[config.mk]
export PLATFORM = sky130hd
export DESIGN_NAME = pbfs_decode
export DESIGN_NICKNAME = d
export VERILOG_FILES = /design/src/rtl/core/pbfs_pkg.sv /design/src/rtl/core/pbfs_decode.sv
export SDC_FILE = /design/constraint.sdc
export NUM_CORES = 1
export LEC_CHECK = 0
export ABC_AREA = 1
export BUFFER_PORTS_ARGS = -buffer_cell sky130_fd_sc_hd__buf_2
export CORE_MARGIN = 2
export CORE_UTILIZATION = 43
export DETAILED_ROUTE_END_ITERATION = 16
export PLACE_DENSITY_LB_ADDON = 0.08
export SLEW_MARGIN = 15
export SYNTH_ARGS = -nofsm -noshare
export SYNTH_HDL_FRONTEND = slang
export SYNTH_SLANG_ARGS = --single-unit
[constraint.sdc]
create_clock -name vclk -period 1.4
set_input_delay 0.14 -clock vclk [all_inputs]
set_output_delay 0.14 -clock vclk [all_outputs]
set_load 0.05 [all_outputs]
[src/rtl/core/pbfs_pkg.sv]
`default_nettype none
package pbfs_pkg;

  localparam int STORE_WORDS = 1024;
  localparam int ADDR_W      = (STORE_WORDS > 1) ? $clog2(STORE_WORDS) : 1;
  localparam int WORD_W      = 16;
  localparam int REF_W       = 14;
  localparam int POS_W       = 4;
  localparam int LOG_W       = 3;
  localparam int VAL_W       = 4;

  localparam logic [LOG_W-1:0] LOG_MAX         = 3'd4;
  localparam logic [LOG_W-1:0] FIELD_LOG_RESET = 3'd2;

  localparam logic [2:0] REQ_GET_VALUE = 3'd0;
  localparam logic [2:0] REQ_GET_BIT   = 3'd1;
  localparam logic [2:0] REQ_TRY_SET   = 3'd2;
  localparam logic [2:0] REQ_TRY_CLEAR = 3'd3;
  localparam logic [2:0] REQ_INC       = 3'd4;
  localparam logic [2:0] REQ_DEC       = 3'd5;

  // Decoded request carried from acceptance to the modify stage
  typedef struct packed {
    logic [2:0]        req;
    logic [POS_W-1:0]  pos;
    logic [POS_W-1:0]  bidx;
    logic [LOG_W-1:0]  lg;
    logic              oor;
    logic [ADDR_W-1:0] addr;
  } op_t;

  // Modify stage outcome: result fields and write-back
  typedef struct packed {
    logic [VAL_W-1:0]  value;
    logic              flag;
    logic              err;
    logic              we;
    logic [WORD_W-1:0] wdata;
  } res_t;

endpackage
`default_nettype wire

[src/rtl/core/pbfs_decode.sv]
`default_nettype none
module pbfs_decode (
  input  wire logic [pbfs_pkg::LOG_W-1:0] field_log,
  input  wire logic [2:0]                 req_type,
  input  wire logic [pbfs_pkg::REF_W-1:0] entry_ref,
  input  wire logic [pbfs_pkg::POS_W-1:0] bit_index,
  output pbfs_pkg::op_t                   op
);
  import pbfs_pkg::*;

  localparam int OFF_W = REF_W + POS_W;

  logic [LOG_W-1:0] lg;
  logic [OFF_W-1:0] offset;
  logic [REF_W-1:0] widx;

  always_comb begin
    lg     = (field_log > LOG_MAX) ? LOG_MAX : field_log;
    offset = {{POS_W{1'b0}}, entry_ref} << lg;
    widx   = offset[OFF_W-1:POS_W];

    op.req  = req_type;
    op.pos  = offset[POS_W-1:0];
    op.bidx = bit_index;
    op.lg   = lg;
    op.oor  = (32'(widx) >= 32'(STORE_WORDS));
    op.addr = ADDR_W'(widx);
  end

endmodule
`default_nettype wire

# Yosys cells after proc, flatten, opt, wreduce, memory -nomap -nowiden
# Index checks and enable logic that the tools add are counted.
word_totals:
  elab_cells: 4
  output_inout_bits: 25
  n_memories: 0
  reg_bits: 0
  rom_bits: 0
  ram_bits: 0
  latchBits: 0
  inputBits: 24
op_classes:
  n_reduce_logical: 0
  mul: 0
  eq_ne: 0
  bitwise_logic: 0
  n_mux: 1
  shift: 1
  order_cmp: 2
  addsub: 0
  n_div: 0
op_table:
  columns: ["operator", "count"]
  rows:
  - ["14-bit by 3-bit left shift with 18-bit output", 1]
  - ["14-bit by 11-bit greater-or-equal comparator with 1-bit output, second input constant", 1]
  - ["3-bit greater-than comparator, second input constant", 1]
  - ["3-bit 2-to-1 mux", 1]

# Logic depth before layout (Yosys ltp)
depth:
  ltp_word: 4
  depth_mapped: 11
  depth_no_buf: 9

# Least setup slack after synthesis
# No wires, ideal clock.
synth_timing:
  path_kind: "input port to output port"
  start: "input field_log[2] in the netlist's numbering"
  end: "output op[4] in the netlist's numbering"
  path_buffers: 1
  arrival_ps: 2068
  setup_slack_ps: -808
  required_time_ps: 1260
  path_stages: 8
  cell_sequence: "buf_4 -> o21ai_4 -> nand2_2 -> inv_2 -> nand2_1 -> nand2_1 -> nor2_1 -> nor3_1"
synth_rtl:
  columns: ["element", "line", "text"]
  rows:
  - ["start, declared", "pbfs_decode.sv:3", "input wire logic [pbfs_pkg::LOG_W-1:0] field_log,"]
  - ["end, declared", "pbfs_decode.sv:7", "output pbfs_pkg::op_t op"]

==> impl_metrics.json <==
{
  "layout_common_cells": "nand2_1, buf_4, buf_2",
  "diodes": 0,
  "area_growth_pct": 88.95,
  "rows": 13,
  "max-cap-violations": 0,
  "drt_pass1_iterations": 4,
  "p_per_area_nw_per_um2": 536.2,
  "via_count": 981,
  "seq_cells": 0,
  "layout-drive-gt1-share": 0.5771,
  "grtUsageTotal": 0.2674,
  "numPortBuffers": 35,
  "dpl_cell_area_sq_um": 1028,
  "place_congestion": 0.8417,
  "maxSlewViolCount": 0,
  "critPathArrivalTime_ns": 1.31,
  "avgSynthCellArea_sq_um": 4.966,
  "multi_input_area_sq_um": 655.6,
  "drc": 0,
  "core_area_sq_um": 1350,
  "status": "finished, violations left",
  "violations": "negative setup slack",
  "synth_nets": 154,
  "hp-start": "req_type[1]",
  "hold_slack_ns": 0.2800,
  "yosys.area.top_type_share": 0.2209,
  "yosys.area.top_type": "nand2_1",
  "nets": 201,
  "grt_max_degree": 12,
  "relSlewSlack": 0.7694,
  "finalCriticalPeriod_ns": 1.451,
  "io-pin-count": 49,
  "drt_iter0_markers": 23,
  "fin_total_pwr_mw": 0.6541,
  "place_hpwl_mm": 1.741,
  "ys_types": 23,
  "synth-seq-area-share": 0,
  "clkbuf_count": 0,
  "path_delay_family": "buffers and inverters",
  "fillers": 62,
  "wl_mm": 2.408,
  "setup_ws_ns": -0.05056,
  "first_global_vias": 889,
  "rsz0062_at_grt": "yes",
  "final_common_cell": "nand2_1",
  "yosys-top-cells-area": "nand2_1, nor2_1, buf_4, inv_1, nand3_1",
  "report.final.setup_viol": 7,
  "drtAntennaViolNets": 0,
  "die_y_um": 42.75,
  "grt_first_pass_wirelength_mm": 3.939,
  "cp_slowest_cell": "o21ai_4",
  "fmax_ghz": 0.6894,
  "initial_utilization": 0.4782,
  "dieArea_sq_um": 1828,
  "vias_per_cell": 5.163,
  "cp_slowest_stage_delay_ns": 0.17,
  "critPathMaxFanout": 7,
  "min_to": "op[23]",
  "grt.overflow.total": 0,
  "fin_crit_sh": 1.036,
  "wire_per_inst_um": 12.67,
  "critPathRequiredTime_ns": 1.26,
  "holdCritPathClass": "in2out",
  "vdd_drop_max_v": 0.0003073,
  "yosysWarnings": 0,
  "hold_depth": 0,
  "syn_inst": 130,
  "fp.dieW_um": 42.75,
  "design_area_sq_um": 1220,
  "worstSetupPathType": "in2out",
  "p_leak_nw": 0.6386,
  "path_buf_inv": 4,
  "pre_cts_slack_ns": -0.2266,
  "hold_viol_final": 0,
  "worst_pin_slew_ns": 0.3422,
  "antenna_found_initial": 0,
  "finish.utilization": 0.9036,
  "endpoint_kind": "output port",
  "synth.cell_area_sq_um": 645.6,
  "start_kind": "input port",
  "seq_area_sq_um": 0,
  "cp_cell_sequence": "buf_8 -> o21ai_4 -> nand2_4 -> buf_6 -> nand2_4 -> o211ai_1 -> buf_4 -> a21oi_4 -> buf_6"
}
==> metal layers <==
| layer | GRT usage | share of wire |
|---|---|---|
| met3 | 0.004255 | 0.059 |
| met4 | 0.1000 | 0.031 |
| met2 | 0.4636 | 0.49 |
| met1 | 0.3476 | 0.42 |
| met5 | 0 | 0 |
==> cell families (layout without fill, tap and decap cells) <==
| kind of cell | after synthesis | after routing | share of synthesized area |
|---|---|---|---|
| simple gates | 81 | 81 | 0.5562 |
| buf+inv | 29 | 74 | 0.2403 |
| compound gates | 20 | 20 | 0.2035 |
==> where the power goes <==
part	internal, mW	switching, mW
registers	0	0
clock network	0	0
logic	0.253	0.401
==> what timing repair did <==
| item | in CTS | in global routing |
|---|---|---|
| hold buffers | 0 | 0 |
| gates resized for setup | 41 | 19 |
| pin swaps | 9 | 8 |
| setup buffers | 1 | 0 |
| endpoints found under the setup margin | 15 | 15 |
==> synthesized netlist by cell type <==
library cell  number
nand2_1           38
nor2_1            23
inv_1             14
buf_4             10
nand3_1           10
o21ai_0            6
a21oi_1            4
nand2_2            4
o21ai_2            3
inv_2              2
nor3_2             2
o211ai_1           2
o22ai_1            2
a31oi_1            1
buf_2              1
buf_6              1
clkbuf_1           1
nand2_4            1
nand3b_1           1
nor2_4             1
nor3_1             1
o21ai_1            1
o21ai_4            1
==> worst max path at each step <==
stage,from,to,slack [ns],depth (start not counted)
after floorplan,field_log[2],op[4],-0.06,8
after global placement,field_log[1],op[10],-0.16,10
after detailed placement,field_log[1],op[10],-0.23,10
after CTS,field_log[0],op[10],-0.06,10
after global routing,field_log[1],op[0],-0.14,9
final,field_log[1],op[2],-0.05,9
==> area by class of cell <==
cell class                      instances  area share
Inverter                               16     0.05538
Multi-Input combinational cell        101      0.5374
Tap cell                               15     0.01538
Timing Repair Buffer                   58      0.3918
==> per-stage QoR <==
step	cells	TNS [ns]
CTS	190	-0.1734
global route	190	-0.9246
detailed placement	189	-1.562
global placement	189	-1.028
finish	190	-0.2011
floorplan	130	-0.1249
(Power assumes the default switching activity.)
