`src/rtl/core/pbfs_pkg.sv`:
```
`default_nettype none
package pbfs_pkg;

  localparam int STORE_WORDS = 1024;
  localparam int ADDR_W      = (STORE_WORDS > 1) ? $clog2(STORE_WORDS) : 1;
  localparam int WORD_W      = 16;
  localparam int REF_W       = 14;
  localparam int POS_W       = 4;
  localparam int LOG_W       = 3;
  localparam int VAL_W       = 4;

  localparam logic [LOG_W-1:0] LOG_MAX         = 3'd4;
  localparam logic [LOG_W-1:0] FIELD_LOG_RESET = 3'd2;

  localparam logic [2:0] REQ_GET_VALUE = 3'd0;
  localparam logic [2:0] REQ_GET_BIT   = 3'd1;
  localparam logic [2:0] REQ_TRY_SET   = 3'd2;
  localparam logic [2:0] REQ_TRY_CLEAR = 3'd3;
  localparam logic [2:0] REQ_INC       = 3'd4;
  localparam logic [2:0] REQ_DEC       = 3'd5;

  // Decoded request carried from acceptance to the modify stage
  typedef struct packed {
    logic [2:0]        req;
    logic [POS_W-1:0]  pos;
    logic [POS_W-1:0]  bidx;
    logic [LOG_W-1:0]  lg;
    logic              oor;
    logic [ADDR_W-1:0] addr;
  } op_t;

  // Modify stage outcome: result fields and write-back
  typedef struct packed {
    logic [VAL_W-1:0]  value;
    logic              flag;
    logic              err;
    logic              we;
    logic [WORD_W-1:0] wdata;
  } res_t;

endpackage
`default_nettype wire

```
`src/rtl/core/pbfs_alu.sv`:
```
`default_nettype none
module pbfs_alu (
  input  wire logic [pbfs_pkg::WORD_W-1:0] word,
  input  wire pbfs_pkg::op_t               op,
  output pbfs_pkg::res_t                   res
);
  import pbfs_pkg::*;

  logic [WORD_W-1:0] sh;
  logic [VAL_W-1:0]  mask;
  logic [VAL_W-1:0]  cnt;
  logic [POS_W:0]    bpos;
  logic [WORD_W-1:0] bmask;
  logic [WORD_W-1:0] unit;
  logic [WORD_W-1:0] nw_inc;
  logic [WORD_W-1:0] nw_dec;
  logic [WORD_W-1:0] sh_inc;
  logic [WORD_W-1:0] sh_dec;
  logic              ovf;

  always_comb begin
    sh     = word >> op.pos;
    mask   = VAL_W'((5'd1 << op.lg) - 5'd1);
    cnt    = sh[VAL_W-1:0] & mask;
    bpos   = {1'b0, op.bidx} + {1'b0, op.pos};
    bmask  = bpos[POS_W] ? '0 : (WORD_W'(1) << bpos[POS_W-1:0]);
    unit   = WORD_W'(1) << op.pos;
    nw_inc = word + unit;
    nw_dec = word - unit;
    sh_inc = nw_inc >> op.pos;
    sh_dec = nw_dec >> op.pos;
    // zero width counter never overflows
    ovf    = (op.lg != '0) && (cnt >= (VAL_W'(op.lg) - 4'd1));

    res = '0;
    res.wdata = word;
    if (op.oor) begin
      res.err = (op.req <= REQ_DEC);
    end else begin
      case (op.req)
        REQ_GET_VALUE: res.value = cnt;
        REQ_GET_BIT:   res.flag  = |(word & bmask);
        REQ_TRY_SET: begin
          res.flag  = (bmask != '0) && ((word & bmask) == '0);
          res.we    = 1'b1;
          res.wdata = word | bmask;
        end
        REQ_TRY_CLEAR: begin
          res.flag  = |(word & bmask);
          res.we    = 1'b1;
          res.wdata = word & ~bmask;
        end
        REQ_INC: begin
          if (ovf) begin
            res.err = 1'b1;
          end else begin
            res.we    = 1'b1;
            res.wdata = nw_inc;
            res.value = sh_inc[VAL_W-1:0] & mask;
          end
        end
        REQ_DEC: begin
          if (cnt == '0) begin
            res.err = 1'b1;
          end else begin
            res.we    = 1'b1;
            res.wdata = nw_dec;
            res.value = sh_dec[VAL_W-1:0] & mask;
          end
        end
        default: res.we = 1'b0;
      endcase
    end
  end

endmodule
`default_nettype wire

```
`config.mk`:
```
export PLATFORM = sky130hd
export DESIGN_NAME = pbfs_alu
export DESIGN_NICKNAME = d
export VERILOG_FILES = /design/src/rtl/core/pbfs_pkg.sv /design/src/rtl/core/pbfs_alu.sv
export SDC_FILE = /design/constraint.sdc
export NUM_CORES = 1
export LEC_CHECK = 0
export BUFFER_PORTS_ARGS = -buffer_cell sky130_fd_sc_hd__buf_2
export CAP_MARGIN = 20
export CORE_MARGIN = 4
export CORE_UTILIZATION = 45
export DETAILED_ROUTE_END_ITERATION = 6
export GPL_ROUTABILITY_DRIVEN = 0
export PLACE_DENSITY = 0.71
export SLEW_MARGIN = 20
export SYNTH_ARGS = -nofsm -noshare
export SYNTH_HDL_FRONTEND = slang
export SYNTH_SLANG_ARGS = --single-unit
```
`constraint.sdc`:
```
create_clock -name vclk -period 5.13
set_input_delay 0.513 -clock vclk [all_inputs]
set_output_delay 0.513 -clock vclk [all_outputs]
set_load 0.01 [all_outputs]
```
# Yosys cells after proc, flatten, opt, wreduce, memory -nomap -nowiden
# Cells that the tools add are included.
word_totals:
  elab_cells: 50
  mem_count: 0
  output_inout_bits: 23
  latch_bits: 0
  regBits: 0
  mem_bits_ro: 0
  ram_bits: 0
  inputBits: 41
op_classes:
  n_shift: 6
  bitwise_logic: 7
  n_eq_ne: 5
  n_mux: 15
  n_mul: 0
  div_mod_pow: 0
  order_cmp: 2
  reduce_logical: 10
  add_sub_neg: 5
ops:
  columns: ["op", "count"]
  rows:
  - ["16-bit one-hot mux with 4 select lines", 1]
  - ["17-bit two-way mux", 3]
  - ["16-bit by 4-bit >> shifter with 4-bit output", 3]
  - ["16-bit AND", 2]
  - ["1-bit by 4-bit << shifter with 16-bit output, first input constant", 2]
  - ["16-bit adder", 1]
  - ["16-bit zero test", 1]
  - ["16-bit two-way mux", 1]
  - ["16-bit inverter", 1]
  - ["16-bit bitwise OR", 1]
  - ["16-bit nonzero test", 1]
  - ["16-bit OR reduction", 1]
  - ["16-bit subtractor", 1]
  - ["4-bit AND", 3]
  - ["4-bit one-hot mux with 3 select lines", 1]
  - ["4-bit two-way mux", 2]
  - ["3-bit by 2-bit equality test with 1-bit output, second input constant", 2]
  - ["3-bit equality test, second input constant", 2]
  - ["4-bit by 4-bit adder with 5-bit output", 1]
  - ["5-bit two-way mux", 1]
  - ["4-bit >= comparator", 1]
  - ["4-bit zero test", 1]
  - ["1-bit one-hot mux with 2 select lines", 2]
  - ["2-bit OR reduction", 2]
  - ["10 further kinds", 13]

# Logic depth before layout (Yosys ltp)
logic_depth:
  ltp_word: 8
  mapped_depth: 18
  depth_no_buf: 17

# Worst setup path after synthesis
# No wires, ideal clock.
synth_timing:
  kind: "input port to output port"
  start: "input port op[18] (netlist name)"
  end: "output port res[19] (netlist name)"
  cell_stages: 18
  arrival_time_ps: 4254
  setup_slack_ps: 363
  t_required_ps: 4617
  path_cell_list: "buf_6 buf_4 inv_2 buf_1 clkbuf_1 nor2_1 nand2_1 inv_1 fa_1 nand2b_1 a21o_1 a21oi_1 o211ai_2 xnor2_1 mux4_2 or3_1 nand4_1 o211ai_1"
synth_lines:
  columns: ["item", "line", "text"]
  rows:
  - ["start, declared", "pbfs_alu.sv:4", "input wire pbfs_pkg::op_t op,"]
  - ["end, declared", "pbfs_alu.sv:5", "output pbfs_pkg::res_t res"]

==> summary.txt <==
Area of the multi-input gates = 0.00453 sq mm
Initial antenna violation count = 0
CLK BUF = 0
Slowest CP cell = xnor2_1
Final non-filler cell total = 882
Die Height = 113 um
Largest stage delay, worst path = 0.44 ns
Syn Nets = 799
GRT Util Overall = 0.280
Vias = 6070
Total global routing overflow = 0
WP data arrival = 4.46 ns
Critical path startpoint category = input port
Logic pwr share = 1.000
Crit Path Max Fanout = 4
Storage element area = 0 sq um
Core Region = 0.0105 sq mm
Slew @ Worst Pin = 0.965 ns
Vias in the first global route = 5528
Yosys top cell area share = 0.125
Peak VDD IR = 70.6 uV
# fillers = 1055
Syn avg cell area = 6.97 sq um
Period utilization = 0.970
Synth Instances = 706
Worst EP required = 4.62 ns
Crit. End Element = output pin
DRT iter0 DRCs = 857
Unique masters post-synth = 89
Reg power frac = 0
Share of post-route cells with drive strength above 1 = 0.178
Final min period = 4.97 ns
Violated checks = design-rule violations
Pin count of the biggest net entering global routing = 36
Area grow syn2layout = 9.20%
Die width = 113 um
P_sw = 377 uW
HPWL after DPL = 15200 um
Sequential cells = 0
Hold buffer count at CTS = 0
Final setup fails = 0
Synth top area cells = ha_1 (12%), mux4_2 (5.5%), o21ai_0 (5.2%)
PortBufs = 54
Mapped Area = 0.00492 sq mm
Row Count = 37
DR vias/cell = 6.88
Cell taking the most area after synthesis = ha_1
DP Worst Slack = 0.122 ns
Worst Setup EP = res[20]
Final wirelength = 19100 um
Placed Instance Area = 0.00536 sq mm
RSZ-0062 raised after global routing = false
Post-route cell area = 0.00538 sq mm
Power per cell area = 113 mW/mm^2
Clock power share = 0
WS Path Type = input port to output pin
Initial core utilization = 0.469
Most frequent cell after synthesis = nand2_1
Commonest cells post-synth = nand2_1 (64), nor2_1 (62), o21ai_0 (51)
Leakage = 0.00229 uW
Slew HR = 0.352
DRT Pass-1 Iters = 7
Final ANT Viol Nets = 0
Area of the die = 0.0127 sq mm
Critical Path Start = op[19]
Synth warnings = 0
Max Clk Rate = 201 MHz
I/O Pins = 64
Final nets = 841
Fin. max-slew vios = 0
Max_cap viols = 0
Int Power = 231 uW
Cell repeated most along the worst path = buf_2
Switching part of the total = 0.620
Post-DR wirelength/cell = 21.6 um
Final setup margin = 0.156 ns
N_diodes = 0
Residual DRC = 9
Status = finished with violations
Sequential cell area fraction in the yosys report = 0
Type of the most critical hold path = input port to output pin
Crit-path cells = buf_2, or2_2, nor3_2, ha_1, inv_1, fa_1, or2_1, a221oi_1, o221a_2, a21oi_1, xnor2_1, o311a_1, nand3_1, o22ai_1, a221oi_2, buf_2
Final TNS setup = 0 ns
Placed insts = 882
First-pass GRT wire length = 29200 um
Final hold violation count = 0
Core Util, Final = 0.512
-- metrics by stage --
stage / power, uW / hold WS [ns]
after global routing: 647 / 1.41
after detailed placement: 581 / 1.38
after CTS: 583 / 1.38
after global placement: 568 / 1.37
final: 607 / 1.39
after floorplan: 408 / 1.07
-- cell type report --
cell class                      count  area share
Multi-Input combinational cell    614       0.842
Timing Repair Buffer               85      0.0936
Inverter                           47      0.0328
Tap cell                          136      0.0316
-- timing repair --
action                                  in CTS  in global routing
resized for setup                            0                  3
endpoints found under the setup margin       0                  6
setup buffers                                0                  0
endpoints found under the hold margin        0                  0
-- cell usage in the layout, fill, tap and decap left out, types with 6 or more instances in the layout --
cell      instances
nand2_1          64
nor2_1           62
buf_2            54
o21ai_0          51
ha_1             49
a21oi_1          46
inv_1            45
buf_4            31
nand3_1          22
xnor2_1          21
mux2i_1          20
nor3_1           18
nand2b_1         18
o22ai_1          14
a211oi_1         13
mux4_2           12
or3_1            12
a21o_1           12
nor2b_1          11
a221oi_1          9
o211ai_1          8
a22o_1            7
xor2_1            7
o221ai_1          7
nor4_1            6
o21a_1            6
o31ai_1           6
-- power groups by stage --
stage / clock network [uW] / logic [uW] / registers (uW)
after floorplan: 0 / 408 / 0
after global placement: 0 / 568 / 0
after detailed placement: 0 / 581 / 0
after CTS: 0 / 583 / 0
after global routing: 0 / 647 / 0
final: 0 / 607 / 0
-- routing by layer --
metal	routed length, um	track usage
met1	7450	0.373
met3	2290	0.0464
met4	1030	0.103
met5	0	0
met2	8300	0.453
-- worst max-delay path, delay by kind of cell --
family          cells  cell delay, ns
compound gates      6            1.48
simple gates        4            1.04
fa+ha+maj           2            0.66
xor+xnor            1            0.44
buf+inv             3            0.32
-- worst min path at each step --
stage                      start       to  slack, ns  cells after the start
after detailed placement  op[10]  res[18]       1.38                      3
after global placement    op[10]  res[18]       1.37                      3
after global routing      op[10]  res[18]       1.41                      3
after floorplan           op[10]  res[18]       1.07                      1
final                     op[10]  res[18]       1.39                      3
after CTS                 op[10]  res[18]       1.38                      3
-- cells by family (layout without fill, tap and decap cells) --
logic type               count (synthesis)  after routing  synth area share
AO/OA/AOI/OAI                          248            248             0.363
multiplexers                            38             38             0.115
AND/OR/NAND/NOR                        246            246             0.246
buffers and inverters                   92            132            0.0844
adder cells (fa/ha/maj)                 52             52             0.137
XOR/XNOR                                30             30            0.0549
Note: power is estimated with default switching activity, not from simulation.
